==> config.mk <==
export PLATFORM = sky130hd
export DESIGN_NAME = rgbw_palette_crossfade_sequencer
export DESIGN_NICKNAME = d
export VERILOG_FILES = /design/src/rpcs_pkg.sv /design/src/rgbw_palette_crossfade_sequencer.sv /design/src/rpcs_lane.sv /design/src/rpcs_cfg.sv
export VERILOG_INCLUDE_DIRS = /design/src /design/src/src
export SDC_FILE = /design/constraint.sdc
export NUM_CORES = 2
export LEC_CHECK = 0
export BUFFER_PORTS_ARGS = -buffer_cell sky130_fd_sc_hd__buf_2
export CAP_MARGIN = 30
export CORE_ASPECT_RATIO = 1.75
export CORE_MARGIN = 2
export CORE_UTILIZATION = 45
export CTS_BUF_LIST = sky130_fd_sc_hd__clkbuf_8
export CTS_CLUSTER_DIAMETER = 100
export CTS_CLUSTER_SIZE = 40
export DETAILED_ROUTE_END_ITERATION = 7
export PLACE_DENSITY = 0.67
export SYNTH_ARGS = -nofsm -noshare
export SYNTH_HDL_FRONTEND = slang
export SYNTH_SLANG_ARGS = --single-unit
==> constraint.sdc <==
create_clock -name clk -period 6 [get_ports clk]
set_input_delay 1.2 -clock clk [delete_from_list [all_inputs] [get_ports clk]]
set_output_delay 1.2 -clock clk [all_outputs]
set_load 0.02 [all_outputs]
==> src/assert_macros.svh <==
// Assertion helper macros for the RGBW crossfade sequencer.
// Expects clk and rst_n in the including scope.
`ifndef ASSERT_MACROS_SVH
`define ASSERT_MACROS_SVH

// Same-cycle implication.
`define ASSERT_IMPLIES(lbl, ante, cons, msg) \
    lbl: assert property (@(posedge clk) disable iff (!rst_n) (ante) |-> (cons)) \
        else $error(msg);

// Next-cycle implication.
`define ASSERT_NEXT(lbl, ante, cons, msg) \
    lbl: assert property (@(posedge clk) disable iff (!rst_n) (ante) |=> (cons)) \
        else $error(msg);

`endif

==> src/rpcs_pkg.sv <==
// Shared types, codes and palette lookup for the RGBW crossfade sequencer.
// No dependencies.
package rpcs_pkg;

    localparam int TIME_WIDTH_DEF    = 32;
    localparam int CHANNEL_WIDTH_DEF = 16;
    localparam int STEP_W            = 8;
    localparam int HOLD_W            = 10;
    localparam int PHASE_W           = 3;
    localparam int MODE_W            = 3;
    localparam int EFFECT_W          = 3;
    localparam int BRIGHT_W          = 16;
    localparam int APB_ADDR_W        = 3;
    localparam int APB_DATA_W        = 32;
    localparam int NUM_CHAN          = 4;

    localparam logic [BRIGHT_W-1:0] BRIGHT_RESET = 16'd100;

    localparam logic [MODE_W-1:0] MODE_OFF     = 3'd0;
    localparam logic [MODE_W-1:0] MODE_RAINBOW = 3'd1;
    localparam logic [MODE_W-1:0] MODE_RGB     = 3'd2;
    localparam logic [MODE_W-1:0] MODE_RED     = 3'd3;
    localparam logic [MODE_W-1:0] MODE_GREEN   = 3'd4;
    localparam logic [MODE_W-1:0] MODE_BLUE    = 3'd5;
    localparam logic [MODE_W-1:0] MODE_ORANGE  = 3'd6;

    localparam logic [EFFECT_W-1:0] EFF_STEADY = 3'd0;
    localparam logic [EFFECT_W-1:0] EFF_SLOW   = 3'd1;
    localparam logic [EFFECT_W-1:0] EFF_MEDIUM = 3'd2;
    localparam logic [EFFECT_W-1:0] EFF_FAST   = 3'd3;
    localparam logic [EFFECT_W-1:0] EFF_STROBE = 3'd4;

    localparam logic [STEP_W-1:0] PERIOD_SLOW   = 8'd150;
    localparam logic [STEP_W-1:0] PERIOD_MEDIUM = 8'd100;
    localparam logic [STEP_W-1:0] PERIOD_FAST   = 8'd30;
    localparam logic [STEP_W-1:0] PERIOD_STROBE = 8'd1;
    localparam logic [HOLD_W-1:0] HOLD_STROBE   = 10'd1000;

    localparam logic [15:0] ORANGE_RED   = 16'd255;
    localparam logic [15:0] ORANGE_GREEN = 16'd100;

    localparam logic [APB_ADDR_W-1:0] REG_BRIGHTNESS = 3'd0;

    // Channel order: 0 red, 1 green, 2 blue, 3 white.
    typedef logic [NUM_CHAN-1:0][15:0] rgbw_t;

    function automatic logic [PHASE_W-1:0] mode_size(input logic [MODE_W-1:0] mode);
        logic [PHASE_W-1:0] sz;
        case (mode)
            MODE_RAINBOW: sz = 3'd6;
            MODE_RGB:     sz = 3'd3;
            default:      sz = 3'd1;
        endcase
        return sz;
    endfunction

    function automatic rgbw_t palette(input logic [MODE_W-1:0] mode,
                                      input logic [PHASE_W-1:0] phase,
                                      input logic [15:0] bright);
        rgbw_t c;
        logic  r;
        logic  g;
        logic  b;
        r = 1'b0;
        g = 1'b0;
        b = 1'b0;
        c = '0;
        c[3] = bright;
        case (mode)
            MODE_RAINBOW:
            begin
                r = (phase == 3'd0) || (phase == 3'd1) || (phase == 3'd5);
                g = (phase == 3'd1) || (phase == 3'd2) || (phase == 3'd3);
                b = (phase == 3'd3) || (phase == 3'd4) || (phase == 3'd5);
            end
            MODE_RGB:
            begin
                r = (phase == 3'd0);
                g = (phase == 3'd1);
                b = (phase == 3'd2);
            end
            MODE_RED:   r = 1'b1;
            MODE_GREEN: g = 1'b1;
            MODE_BLUE:  b = 1'b1;
            MODE_ORANGE: ;
            default:    c[3] = '0;
        endcase
        if (mode == MODE_ORANGE)
        begin
            c[0] = ORANGE_RED;
            c[1] = ORANGE_GREEN;
            c[2] = '0;
        end
        else
        begin
            c[0] = r ? bright : 16'd0;
            c[1] = g ? bright : 16'd0;
            c[2] = b ? bright : 16'd0;
        end
        return c;
    endfunction

endpackage

==> src/rgbw_palette_crossfade_sequencer.sv <==
// RGBW palette crossfade sequencer: one task call per transfer, at most one duty set out.
// Each accepted call is registered and checked against the hold, then runs the four
//   bit-serial multiply/divide lanes (8 + CHANNEL_WIDTH + 8 steps); result is registered.
// in_stall stays high until a call is through; a call still in its hold gives no result.
// Reset: rst_n async, clears colors, step, phase, timing; brightness goes to 100.
// Depends on rpcs_pkg, rpcs_cfg, rpcs_lane, assert_macros.svh.
module rgbw_palette_crossfade_sequencer #(
    parameter int TIME_WIDTH    = rpcs_pkg::TIME_WIDTH_DEF,
    parameter int CHANNEL_WIDTH = rpcs_pkg::CHANNEL_WIDTH_DEF
) (
    input  logic                               clk,
    input  logic                               rst_n,
    input  logic                               psel,
    input  logic                               penable,
    input  logic                               pwrite,
    input  logic [rpcs_pkg::APB_ADDR_W-1:0]    paddr,
    input  logic [rpcs_pkg::APB_DATA_W-1:0]    pwdata,
    output logic [rpcs_pkg::APB_DATA_W-1:0]    prdata,
    output logic                               pready,
    input  logic                               in_valid,
    output logic                               in_stall,
    input  logic [TIME_WIDTH-1:0]              now_time,
    input  logic [rpcs_pkg::MODE_W-1:0]        color_mode,
    input  logic [rpcs_pkg::EFFECT_W-1:0]      effect,
    output logic                               out_valid,
    input  logic                               out_stall,
    output logic [CHANNEL_WIDTH-1:0]           red_duty,
    output logic [CHANNEL_WIDTH-1:0]           green_duty,
    output logic [CHANNEL_WIDTH-1:0]           blue_duty,
    output logic [CHANNEL_WIDTH-1:0]           white_duty
);
    import rpcs_pkg::*;
    `include "assert_macros.svh"

    localparam logic [1:0] ST_IDLE   = 2'd0;
    localparam logic [1:0] ST_CHECK  = 2'd1;
    localparam logic [1:0] ST_RUN    = 2'd2;
    localparam logic [1:0] ST_FINISH = 2'd3;

    logic [1:0]               state_reg,  state_next;
    logic [TIME_WIDTH-1:0]    now_reg,    now_next;
    logic [MODE_W-1:0]        mode_reg,   mode_next;
    logic [EFFECT_W-1:0]      eff_reg,    eff_next;
    logic [TIME_WIDTH-1:0]    last_reg,   last_next;
    logic [STEP_W-1:0]        step_reg,   step_next;
    logic [STEP_W-1:0]        period_reg, period_next;
    logic [HOLD_W-1:0]        hold_reg,   hold_next;
    logic [PHASE_W-1:0]       phase_reg,  phase_next;
    logic [CHANNEL_WIDTH-1:0] cur_reg     [NUM_CHAN];
    logic [CHANNEL_WIDTH-1:0] cur_next    [NUM_CHAN];
    logic [CHANNEL_WIDTH-1:0] nxt_reg     [NUM_CHAN];
    logic [CHANNEL_WIDTH-1:0] nxt_next    [NUM_CHAN];
    logic [CHANNEL_WIDTH-1:0] res_reg     [NUM_CHAN];
    logic [CHANNEL_WIDTH-1:0] res_next    [NUM_CHAN];
    logic                     ovalid_reg, ovalid_next;

    logic [BRIGHT_W-1:0]      brightness;
    logic [NUM_CHAN-1:0]      lane_done;
    logic [CHANNEL_WIDTH-1:0] lane_duty   [NUM_CHAN];
    logic                     lane_start;
    logic [TIME_WIDTH-1:0]    elapsed;
    logic [STEP_W-1:0]        step_inc;
    logic [STEP_W-1:0]        per_new;
    logic [HOLD_W-1:0]        hold_new;
    logic [PHASE_W-1:0]       phase_fix;
    rgbw_t                    pal;

    rpcs_cfg u_cfg (
        .clk        (clk),
        .rst_n      (rst_n),
        .psel       (psel),
        .penable    (penable),
        .pwrite     (pwrite),
        .paddr      (paddr),
        .pwdata     (pwdata),
        .prdata     (prdata),
        .pready     (pready),
        .brightness (brightness)
    );

    for (genvar i = 0; i < NUM_CHAN; i++)
    begin : g_lane
        rpcs_lane #(
            .CHANNEL_WIDTH (CHANNEL_WIDTH)
        ) u_lane (
            .clk    (clk),
            .rst_n  (rst_n),
            .start  (lane_start),
            .cur    (cur_reg[i]),
            .nxt    (nxt_reg[i]),
            .step   (step_reg),
            .period (period_reg),
            .done   (lane_done[i]),
            .duty   (lane_duty[i])
        );
    end

    assign elapsed    = now_reg - last_reg;
    assign lane_start = (state_reg == ST_CHECK)
                     && !(elapsed < {{(TIME_WIDTH-HOLD_W){1'b0}}, hold_reg});
    assign step_inc   = step_reg + 1'b1;
    assign phase_fix  = (phase_reg >= mode_size(mode_reg)) ? '0 : phase_reg;
    assign pal        = palette(mode_reg, phase_fix,
                                16'(brightness[CHANNEL_WIDTH-1:0]));

    always_comb
    begin
        case (eff_reg)
            EFF_STEADY: begin per_new = '0;            hold_new = '0;          end
            EFF_SLOW:   begin per_new = PERIOD_SLOW;   hold_new = '0;          end
            EFF_MEDIUM: begin per_new = PERIOD_MEDIUM; hold_new = '0;          end
            EFF_FAST:   begin per_new = PERIOD_FAST;   hold_new = '0;          end
            EFF_STROBE: begin per_new = PERIOD_STROBE; hold_new = HOLD_STROBE; end
            default:    begin per_new = period_reg;    hold_new = hold_reg;    end
        endcase
    end

    always_comb
    begin
        state_next  = state_reg;
        now_next    = now_reg;
        mode_next   = mode_reg;
        eff_next    = eff_reg;
        last_next   = last_reg;
        step_next   = step_reg;
        period_next = period_reg;
        hold_next   = hold_reg;
        phase_next  = phase_reg;
        cur_next    = cur_reg;
        nxt_next    = nxt_reg;
        res_next    = res_reg;
        ovalid_next = ovalid_reg && out_stall;
        case (state_reg)
            ST_IDLE:
            begin
                if (in_valid)
                begin
                    now_next   = now_time;
                    mode_next  = color_mode;
                    eff_next   = effect;
                    state_next = ST_CHECK;
                end
            end
            ST_CHECK:
            begin
                if (lane_start)
                begin
                    last_next  = now_reg;
                    state_next = ST_RUN;
                end
                else
                    state_next = ST_IDLE;
            end
            ST_RUN:
            begin
                if (&lane_done)
                    state_next = ST_FINISH;
            end
            ST_FINISH:
            begin
                if (!ovalid_reg || !out_stall)
                begin
                    ovalid_next = 1'b1;
                    for (int i = 0; i < NUM_CHAN; i++)
                        res_next[i] = (period_reg == '0) ? nxt_reg[i] : lane_duty[i];
                    period_next = per_new;
                    hold_next   = hold_new;
                    if (step_inc >= per_new)
                    begin
                        for (int i = 0; i < NUM_CHAN; i++)
                        begin
                            cur_next[i] = nxt_reg[i];
                            nxt_next[i] = pal[i][CHANNEL_WIDTH-1:0];
                        end
                        phase_next = phase_fix + 1'b1;
                        step_next  = '0;
                    end
                    else
                        step_next = step_inc;
                    state_next = ST_IDLE;
                end
            end
            default: state_next = ST_IDLE;
        endcase
    end

    always_ff @(posedge clk or negedge rst_n)
    begin
        if (!rst_n)
        begin
            state_reg  <= ST_IDLE;
            last_reg   <= '0;
            step_reg   <= '0;
            period_reg <= '0;
            hold_reg   <= '0;
            phase_reg  <= '0;
            ovalid_reg <= 1'b0;
            for (int i = 0; i < NUM_CHAN; i++)
            begin
                cur_reg[i] <= '0;
                nxt_reg[i] <= '0;
            end
        end
        else
        begin
            state_reg  <= state_next;
            last_reg   <= last_next;
            step_reg   <= step_next;
            period_reg <= period_next;
            hold_reg   <= hold_next;
            phase_reg  <= phase_next;
            ovalid_reg <= ovalid_next;
            cur_reg    <= cur_next;
            nxt_reg    <= nxt_next;
        end
    end

    always_ff @(posedge clk)
    begin
        now_reg  <= now_next;
        mode_reg <= mode_next;
        eff_reg  <= eff_next;
        res_reg  <= res_next;
    end

    assign in_stall   = state_reg != ST_IDLE;
    assign out_valid  = ovalid_reg;
    assign red_duty   = res_reg[0];
    assign green_duty = res_reg[1];
    assign blue_duty  = res_reg[2];
    assign white_duty = res_reg[3];

    `ASSERT_IMPLIES(a_step_below_period, period_reg != '0, step_reg < period_reg, "step >= period")
    `ASSERT_IMPLIES(a_phase_range, 1'b1, phase_reg != 3'd7, "phase index out of range")
    `ASSERT_NEXT(a_lanes_finish_in_run, |lane_done, state_reg == ST_FINISH, "lane done outside run")
    `ASSERT_IMPLIES(a_result_from_finish, $rose(ovalid_reg), $past(state_reg) == ST_FINISH, "stray result")

endmodule

==> src/rpcs_lane.sv <==
// One channel's bit-serial interpolation: shift-add multiply of |cur-nxt| by the
// step, then restoring divide by the period. Depends on rpcs_pkg.
module rpcs_lane #(
    parameter int CHANNEL_WIDTH = rpcs_pkg::CHANNEL_WIDTH_DEF
) (
    input  logic                            clk,
    input  logic                            rst_n,
    input  logic                            start,
    input  logic [CHANNEL_WIDTH-1:0]        cur,
    input  logic [CHANNEL_WIDTH-1:0]        nxt,
    input  logic [rpcs_pkg::STEP_W-1:0]     step,
    input  logic [rpcs_pkg::STEP_W-1:0]     period,
    output logic                            done,
    output logic [CHANNEL_WIDTH-1:0]        duty
);
    import rpcs_pkg::*;

    localparam int PW    = CHANNEL_WIDTH + STEP_W;
    localparam int CNT_W = $clog2(STEP_W + PW);
    localparam logic [CNT_W-1:0] MUL_END = CNT_W'(STEP_W);
    localparam logic [CNT_W-1:0] CNT_END = CNT_W'(STEP_W + PW - 1);

    logic                     busy_reg,  busy_next;
    logic                     done_reg,  done_next;
    logic [CNT_W-1:0]         cnt_reg,   cnt_next;
    logic [CHANNEL_WIDTH-1:0] cur_reg,   cur_next;
    logic [CHANNEL_WIDTH-1:0] mag_reg,   mag_next;
    logic                     sub_reg,   sub_next;
    logic [STEP_W-1:0]        mult_reg,  mult_next;
    logic [STEP_W-1:0]        per_reg,   per_next;
    logic [PW-1:0]            work_reg,  work_next;
    logic [STEP_W:0]          rem_reg,   rem_next;
    logic [STEP_W:0]          rem_sh;
    logic                     ge;

    always_comb
    begin
        busy_next = busy_reg;
        done_next = 1'b0;
        cnt_next  = cnt_reg;
        cur_next  = cur_reg;
        mag_next  = mag_reg;
        sub_next  = sub_reg;
        mult_next = mult_reg;
        per_next  = per_reg;
        work_next = work_reg;
        rem_next  = rem_reg;
        rem_sh    = {rem_reg[STEP_W-1:0], work_reg[PW-1]};
        ge        = rem_sh >= {1'b0, per_reg};
        if (start)
        begin
            busy_next = 1'b1;
            cnt_next  = '0;
            cur_next  = cur;
            sub_next  = cur > nxt;
            mag_next  = (cur > nxt) ? (cur - nxt) : (nxt - cur);
            mult_next = step;
            per_next  = period;
            work_next = '0;
            rem_next  = '0;
        end
        else if (busy_reg)
        begin
            cnt_next = cnt_reg + 1'b1;
            if (cnt_reg < MUL_END)
            begin
                work_next = {work_reg[PW-2:0], 1'b0}
                          + (mult_reg[STEP_W-1] ? PW'(mag_reg) : PW'(0));
                mult_next = {mult_reg[STEP_W-2:0], 1'b0};
            end
            else
            begin
                rem_next  = ge ? (rem_sh - {1'b0, per_reg}) : rem_sh;
                work_next = {work_reg[PW-2:0], ge};
            end
            if (cnt_reg == CNT_END)
            begin
                busy_next = 1'b0;
                done_next = 1'b1;
            end
        end
    end

    always_ff @(posedge clk or negedge rst_n)
    begin
        if (!rst_n)
        begin
            busy_reg <= 1'b0;
            done_reg <= 1'b0;
            cnt_reg  <= '0;
        end
        else
        begin
            busy_reg <= busy_next;
            done_reg <= done_next;
            cnt_reg  <= cnt_next;
        end
    end

    always_ff @(posedge clk)
    begin
        cur_reg  <= cur_next;
        mag_reg  <= mag_next;
        sub_reg  <= sub_next;
        mult_reg <= mult_next;
        per_reg  <= per_next;
        work_reg <= work_next;
        rem_reg  <= rem_next;
    end

    assign done = done_reg;
    assign duty = sub_reg ? (cur_reg - work_reg[CHANNEL_WIDTH-1:0])
                          : (cur_reg + work_reg[CHANNEL_WIDTH-1:0]);

endmodule

==> src/rpcs_cfg.sv <==
// APB-style register file holding the brightness level.
// Depends on rpcs_pkg.
module rpcs_cfg (
    input  logic                               clk,
    input  logic                               rst_n,
    input  logic                               psel,
    input  logic                               penable,
    input  logic                               pwrite,
    input  logic [rpcs_pkg::APB_ADDR_W-1:0]    paddr,
    input  logic [rpcs_pkg::APB_DATA_W-1:0]    pwdata,
    output logic [rpcs_pkg::APB_DATA_W-1:0]    prdata,
    output logic                               pready,
    output logic [rpcs_pkg::BRIGHT_W-1:0]      brightness
);
    import rpcs_pkg::*;

    logic [BRIGHT_W-1:0] bright_reg, bright_next;
    logic                hit;

    assign hit = paddr[APB_ADDR_W-1] == REG_BRIGHTNESS[APB_ADDR_W-1];

    always_comb
    begin
        bright_next = bright_reg;
        if (psel && penable && pwrite && hit)
            bright_next = pwdata[BRIGHT_W-1:0];
    end

    always_ff @(posedge clk or negedge rst_n)
    begin
        if (!rst_n)
            bright_reg <= BRIGHT_RESET;
        else
            bright_reg <= bright_next;
    end

    assign pready     = 1'b1;
    assign prdata     = hit ? {{(APB_DATA_W-BRIGHT_W){1'b0}}, bright_reg} : '0;
    assign brightness = bright_reg;

endmodule

# After elaboration in Yosys (flattened, before gate mapping)
# Cells that the tools add are included.
dict set report word_totals {
  regBits 638
  in_bits 80
  output_inout_bits 99
  word_cells 271
}
dict set report op_classes {
  n_mux 89
  add_sub_neg 31
  n_eq_ne 25
  n_bitwise 5
  n_lt_le_gt_ge 15
  reduce_logical 46
}
# operator n
set op_table {}
lappend op_table {{two-way mux 16 bit} 21}
lappend op_table {{subtractor 16 bit} 12}
lappend op_table {{two-way mux 8 bit} 17}
lappend op_table {{adder 24 bit} 4}
lappend op_table {{two-way mux 24 bit} 4}
lappend op_table {{adder 16 bit} 4}
lappend op_table {{greater-than comparator 16 bit} 4}
lappend op_table {{two-way mux 48 bit} 1}
lappend op_table {{two-way mux 5 bit} 8}
lappend op_table {{one-hot mux 8 bit (5 select lines)} 1}
lappend op_table {{>= comparator 9 x 8 -> 1 bit} 4}
lappend op_table {{< comparator 32 x 10 -> 1 bit} 1}
lappend op_table {{subtractor 32 bit} 1}
lappend op_table {{subtractor 8 bit} 4}
lappend op_table {{two-way mux 1 bit} 26}
lappend op_table {{AND reduction 2 bit} 11}
lappend op_table {{adder 5 x 1 -> 5 bit (second input constant)} 4}
lappend op_table {{== test 5 bit (second input constant)} 4}
lappend op_table {{< comparator 5 x 4 -> 1 bit (second input constant)} 4}
lappend op_table {{one-hot mux 10 bit (2 select lines)} 1}
lappend op_table {{nonzero test 2 bit} 10}
lappend op_table {{== test 3 x 2 -> 1 bit (second input constant)} 6}
lappend op_table {{== test 3 bit (second input constant)} 6}
lappend op_table {{== test 3 x 1 -> 1 bit (second input constant)} 3}
lappend op_table {{other kinds (23)} 50}

# Logic depth before layout (Yosys ltp)
dict set report logic_depth {
  ltp_word 10
  mapped_depth 23
  depth_no_buf 20
}

# Modules after synthesis
# A second synthesis with hierarchy kept.
dict set report unflattened {
  hier_cells 4646
  hier_area_um2 44177.4
}
# mod area_each_um2 n_inst cells_per_inst seq_area_each_um2
set by_module_without_submodules {}
lappend by_module_without_submodules {rgbw_palette_crossfade_sequencer 14866.8 1 1390 7642.3}
lappend by_module_without_submodules {{rpcs_lane (g_lane[1].u_lane ...)} 7103.1 2 792 2287.2}
lappend by_module_without_submodules {{rpcs_lane (g_lane[0].u_lane)} 7104.3 1 793 2287.2}
lappend by_module_without_submodules {{rpcs_lane (g_lane[3].u_lane)} 7096.8 1 809 2287.2}
lappend by_module_without_submodules {rpcs_cfg 903.4 1 70 404.1}

# Worst setup path after synthesis
# No wires, ideal clock.
dict set report synth_path {
  path_kind {register to register}
  startpoint {register now_reg[2]}
  endpoint {register g_lane[0].u_lane.cur_reg[0], enable pin}
  setup_slack_ns 1.395
  required_ns 5.632
  setup_ns 0.368
  n_path_buf 3
  period_less_slack_ns 4.605
  stages_incl_launch_ff 22
  arrival_ns 4.236
  cell_sequence {edfxtp_1 > ha_1 > a21oi_1 > o21ai_1 > a21o_1 > o21ai_0 > nor2b_1 > o21a_1 > xnor2_1 > ha_1 > nand3_1 > o22ai_1 > a21oi_1 > nand4_1 > nor4_1 > o2111ai_1 > a2111oi_0 > nor4b_2 > a31oi_2 > buf_2 > buf_4 > buf_6}
}
dict set report synth_via {
  elab_chain_len 4
}
# item line
set synth_lines {}
lappend synth_lines {{from (decl)} rgbw_palette_crossfade_sequencer.sv:41} ;# logic [TIME_WIDTH-1:0] now_reg, now_next;
lappend synth_lines {{from (signal assigned)} rgbw_palette_crossfade_sequencer.sv:220} ;# now_reg <= now_next;
lappend synth_lines {{subtractor 32 bit} rgbw_palette_crossfade_sequencer.sv:98} ;# assign elapsed = now_reg - last_reg;
lappend synth_lines {{< comparator 32 x 10 -> 1 bit} rgbw_palette_crossfade_sequencer.sv:100} ;# && !(elapsed < {{(TIME_WIDTH-HOLD_W){1'b0}}, hold_reg});
lappend synth_lines {{logical NOT 1 bit} rgbw_palette_crossfade_sequencer.sv:100}
lappend synth_lines {{logical AND 1 bit} rgbw_palette_crossfade_sequencer.sv:100}
lappend synth_lines {{named net g_lane[0].u_lane.start} rpcs_lane.sv:8} ;# input logic start,
lappend synth_lines {{to (signal assigned)} rpcs_lane.sv:102} ;# cur_reg <= cur_next;
lappend synth_lines {{to (decl)} rpcs_lane.sv:26} ;# logic [CHANNEL_WIDTH-1:0] cur_reg, cur_next;
# The timed path passes the listed nets, and every way through them passes these cells.
# A chain may end at the register's enable or synchronous reset.

# Worst setup path in the final report
dict set report layout_path {
  startpoint {register now_reg[2]}
  endpoint {register g_lane[2].u_lane.work_reg[12]}
}
dict set report layout_via {
  elab_chain_len 4
}
# item line
set layout_lines {}
lappend layout_lines {{subtractor 32 bit} rgbw_palette_crossfade_sequencer.sv:98}
lappend layout_lines {{< comparator 32 x 10 -> 1 bit} rgbw_palette_crossfade_sequencer.sv:100}
lappend layout_lines {{logical NOT 1 bit} rgbw_palette_crossfade_sequencer.sv:100}
lappend layout_lines {{logical AND 1 bit} rgbw_palette_crossfade_sequencer.sv:100}
lappend layout_lines {{to (signal assigned)} rpcs_lane.sv:107} ;# work_reg <= work_next;
lappend layout_lines {{to (decl)} rpcs_lane.sv:31} ;# logic [PW-1:0] work_reg, work_next;
# No other way between the ends.

==> metrics.md <==
| Metric | Value |
|---|---|
| CTS tree | `yes` |
| Critical Path End Type | `register` |
| Final Hold Viols | `0` |
| Tmin final | `5.51 ns` |
| Max-cap check violation count | `0` |
| Post-route setup TNS | `0 ns` |
| First-pass GRT wire length | `171000 µm` |
| Top FF cell, synth | `edfxtp_1` |
| Cell variety after synth | `90` |
| Worst-path clk slew | `0.24 ns` |
| Design area | `42900 µm²` |
| Hold_ws | `0.301 ns` |
| # DRC | `0` |
| Headroom to the max-slew limit | `32.5%` |
| Mapped Area | `40600 µm²` |
| Delay-heaviest family, CP | `compound AO/OA/AOI/OAI gates` |
| Number of enable flip-flop cells after synthesis | `274` |
| CTS H-Tree Depth | `1` |
| Ys Warns | `0` |
| Layout overhead on the synthesized area | `5.80%` |
| Final RePlAce weighted congestion | `0.977` |
| Ys async rst share | `36.1%` |
| Inserted Clock Buffers | `21` |
| Peak VDD IR | `0.000260 V` |
| Sum of buffers and inverters on the critical path | `2` |
| PD cells | `570 nW/µm²` |
| Synthesized flop and latch total | `629` |
| Leak pwr | `0.0183 µW` |
| Worst-path cell chain | `ha_1 > a21oi_1 > o21ai_1 > a21o_1 > o21ai_0 > nor2b_1 > o21a_1 > xnor2_1 > ha_1 > nand3_1 > o22ai_1 > a21oi_1 > nand4_1 > nor4_1 > o2111ai_1 > a2111oi_0 > nor4b_2 > a31oi_4 > buf_12 > buf_4 > a311oi_1` |
| Die area | `92700 µm²` |
| First-pass DRT Iterations | `5` |
| Final net count | `4806` |
| Crit-path max FO | `132` |
| Die height | `401 µm` |
| Fillers | `8528` |
| Synthesized area per cell | `9.37 µm²` |
| Rows | `145` |
| Clock sinks | `629` |
| Fin crit share | `91.8%` |
| Largest net degree at the start of global routing | `133` |
| Overall power | `24500 µW` |
| Initial Util | `45.5%` |
| Worst clock skew | `0.0730 ns` |
| Post-CTS setup buffer count | `0` |
| Worst Setup Start Kind | `register` |
| Most numerous cell in the Yosys netlist | `o21ai_0` |
| Via count | `31.6k` |
| Port buffer count | `143` |
| Max FFs per register | `96` |
| Post-DR wirelength/cell | `19.5 µm` |
| Die Wd | `231 µm` |
| Critical Path Max Stage Delay | `0.60 ns` |
| Share of cells above drive strength 1 | `8.40%` |
| Initial antenna violation count | `3` |
| Placed instance area | `42500 µm²` |
| DRT antenna net count | `0` |
| # resized after CTS | `0` |
| Final wirelength | `109000 µm` |
| Core Region | `89300 µm²` |
| Synth area leader | `edfxtp_1` |
| Status | `finished clean` |
| Commonest cells post-synth | `o21ai_0 (387), nor2_1 (386), ha_1 (340), inv_1 (309), nand2_1 (281)` |
| Highest-delay cell along the critical path | `a2111oi_0` |
| Critical path required time | `6.67 ns` |
| Synth top area share | `20.3%` |
| Worst-Margin Slew | `1.01 ns` |
| All-Layer GR Usage | `23.2%` |
| CTS Buffer Depth | `3` |
| 1st-iter DRT viols | `1725` |
| Vias in the first global route | `32.1k` |
| Peak Freq | `0.182 GHz` |
| Vias per inst | `5.69` |
| Worst-Skew Late Latency | `0.78 ns` |
| Hold Path Class | `primary input to asynchronous set/reset pin` |
| Sequential area share after synthesis | `40.6%` |
| Slew Limit Fails | `0` |
| Post-DP HPWL | `81500 µm` |
| I/O pin count | `179` |
| Setup-failing EPs final | `0` |
| Worst EP arrival | `6.18 ns` |
| Total gr overflow | `0` |
| Mapped Cells | `4331` |
| Worst Setup Path Type | `register to register` |
| Hold-fix buffers, CTS | `0` |
| RSZ-0062 raised after global routing | `no` |
| Largest cells by area after synthesis | `edfxtp_1 (20%), dfrtp_1 (14%), ha_1 (10%)` |
| Root buf cell | `clkbuf_8` |
## kinds of logic after synthesis
group / count (synthesis) / share of synthesized area [%]
DFF: 629 / 40.6
adders and majority gates: 360 / 11.5
xor gates and xnor gates: 269 / 5.81
and+or+nand+nor: 1203 / 14.2
buffers and inverters: 507 / 5.00
other: 2 / 0.0185
muxes: 161 / 4.25
AOI/OAI and AO/OA: 1200 / 18.6
## cell usage in the layout, fill, tap and decap left out, types with 25 or more instances in the layout
cell	synthesis	layout
nor2_1	386	385
nand2_1	281	280
a22o_1	41	41
a21boi_0	25	25
edfxtp_1	274	274
inv_1	309	316
a21o_1	98	98
a211oi_1	92	92
dfrtp_1	224	221
nand3_1	78	77
mux2_2	91	91
or3_1	25	25
a21oi_1	270	269
a31oi_1	29	28
xor2_1	101	101
and3_1	33	33
o21ai_0	387	387
nor3_1	81	81
o211ai_1	49	49
buf_2	19	142
o21bai_1	27	27
dfxtp_1	128	128
and2_1	94	93
nand4_1	38	38
mux2i_1	70	70
buf_4	23	46
nand2b_1	36	35
ha_1	340	340
xnor2_1	168	168
nor2b_1	76	76
## final timing paths
check	start	to	slack, ns	cells past startpoint
max	now_reg[2]$_DFFE_PP_	g_lane[2].u_lane.work_reg[12]$_SDFFE_PP0P_	0.49	21
min	rst_n	u_cfg.brightness[7]$_DFFE_PN0P_	0.30	1
max reg2reg	now_reg[2]$_DFFE_PP_	g_lane[2].u_lane.work_reg[12]$_SDFFE_PP0P_	0.49	21
min reg2reg	cur_reg[15]$_DFFE_PN0P_	g_lane[3].u_lane.cur_reg[15]$_DFFE_PP_	0.50	0
max in group asynchronous	rst_n	g_lane[3].u_lane.busy_reg$_DFF_PN0_	4.38	2
min in group clk	cur_reg[15]$_DFFE_PN0P_	g_lane[3].u_lane.cur_reg[15]$_DFFE_PP_	0.50	0
## worst reg2reg max path, stage by stage (launching register included)
cell and delay, ns:
edfxtp_1 0.43, ha_1 0.32, a21oi_1 0.15, o21ai_1 0.17, a21o_1 0.24, o21ai_0 0.19
nor2b_1 0.23, o21a_1 0.17, xnor2_1 0.14, ha_1 0.27, nand3_1 0.11, o22ai_1 0.08
a21oi_1 0.15, nand4_1 0.11, nor4_1 0.30, o2111ai_1 0.19, a2111oi_0 0.60, nor4b_2 0.40
a31oi_4 0.14, buf_12 0.32, buf_4 0.49, a311oi_1 0.28
## per-stage QoR
stage | utilization [%] | setup slack [ns] | instances
2_1_floorplan | - | 1.40 | 4346
3_3_place_gp | 47.6 | 0.651 | 5519
3_5_place_dp | 47.6 | 0.602 | 5519
4_1_cts | 48.1 | 0.556 | 5556
5_1_grt | 48.1 | 0.222 | 5557
6_report | 48.1 | 0.492 | 5557
## area by class of cell
class | count | area, µm² | share of cell area [%]
sequential | 629 | 16500 | 38.4
inverter | 312 | 1170 | 2.73
antenna | 1 | 2.50 | 0.00583
timing repair buffer | 192 | 1130 | 2.63
tap | 1176 | 1470 | 3.43
multi-input combinational | 3210 | 22200 | 51.8
clock inverter | 15 | 144 | 0.335
clock buffer | 22 | 303 | 0.705
## where the power goes
part           switching (µW)  internal (µW)  total [µW]
logic                    8770           6200       15000
registers                1260           6480        7740
clock network            1380            386        1770
total                   11400          13100       24500
## metal layers
| layer | global-route usage [%] | part of all wire (%) | up-vias |
|---|---|---|---|
| li1 | - | - | 15400 |
| met1 | 25.7 | 39 | 15300 |
| met2 | 44.4 | 53 | 716 |
| met3 | 1.51 | 3.4 | 215 |
| met4 | 11.0 | 5.2 | 0 |
| met5 | 0 | 0 | - |
(Power assumes the default switching activity.)
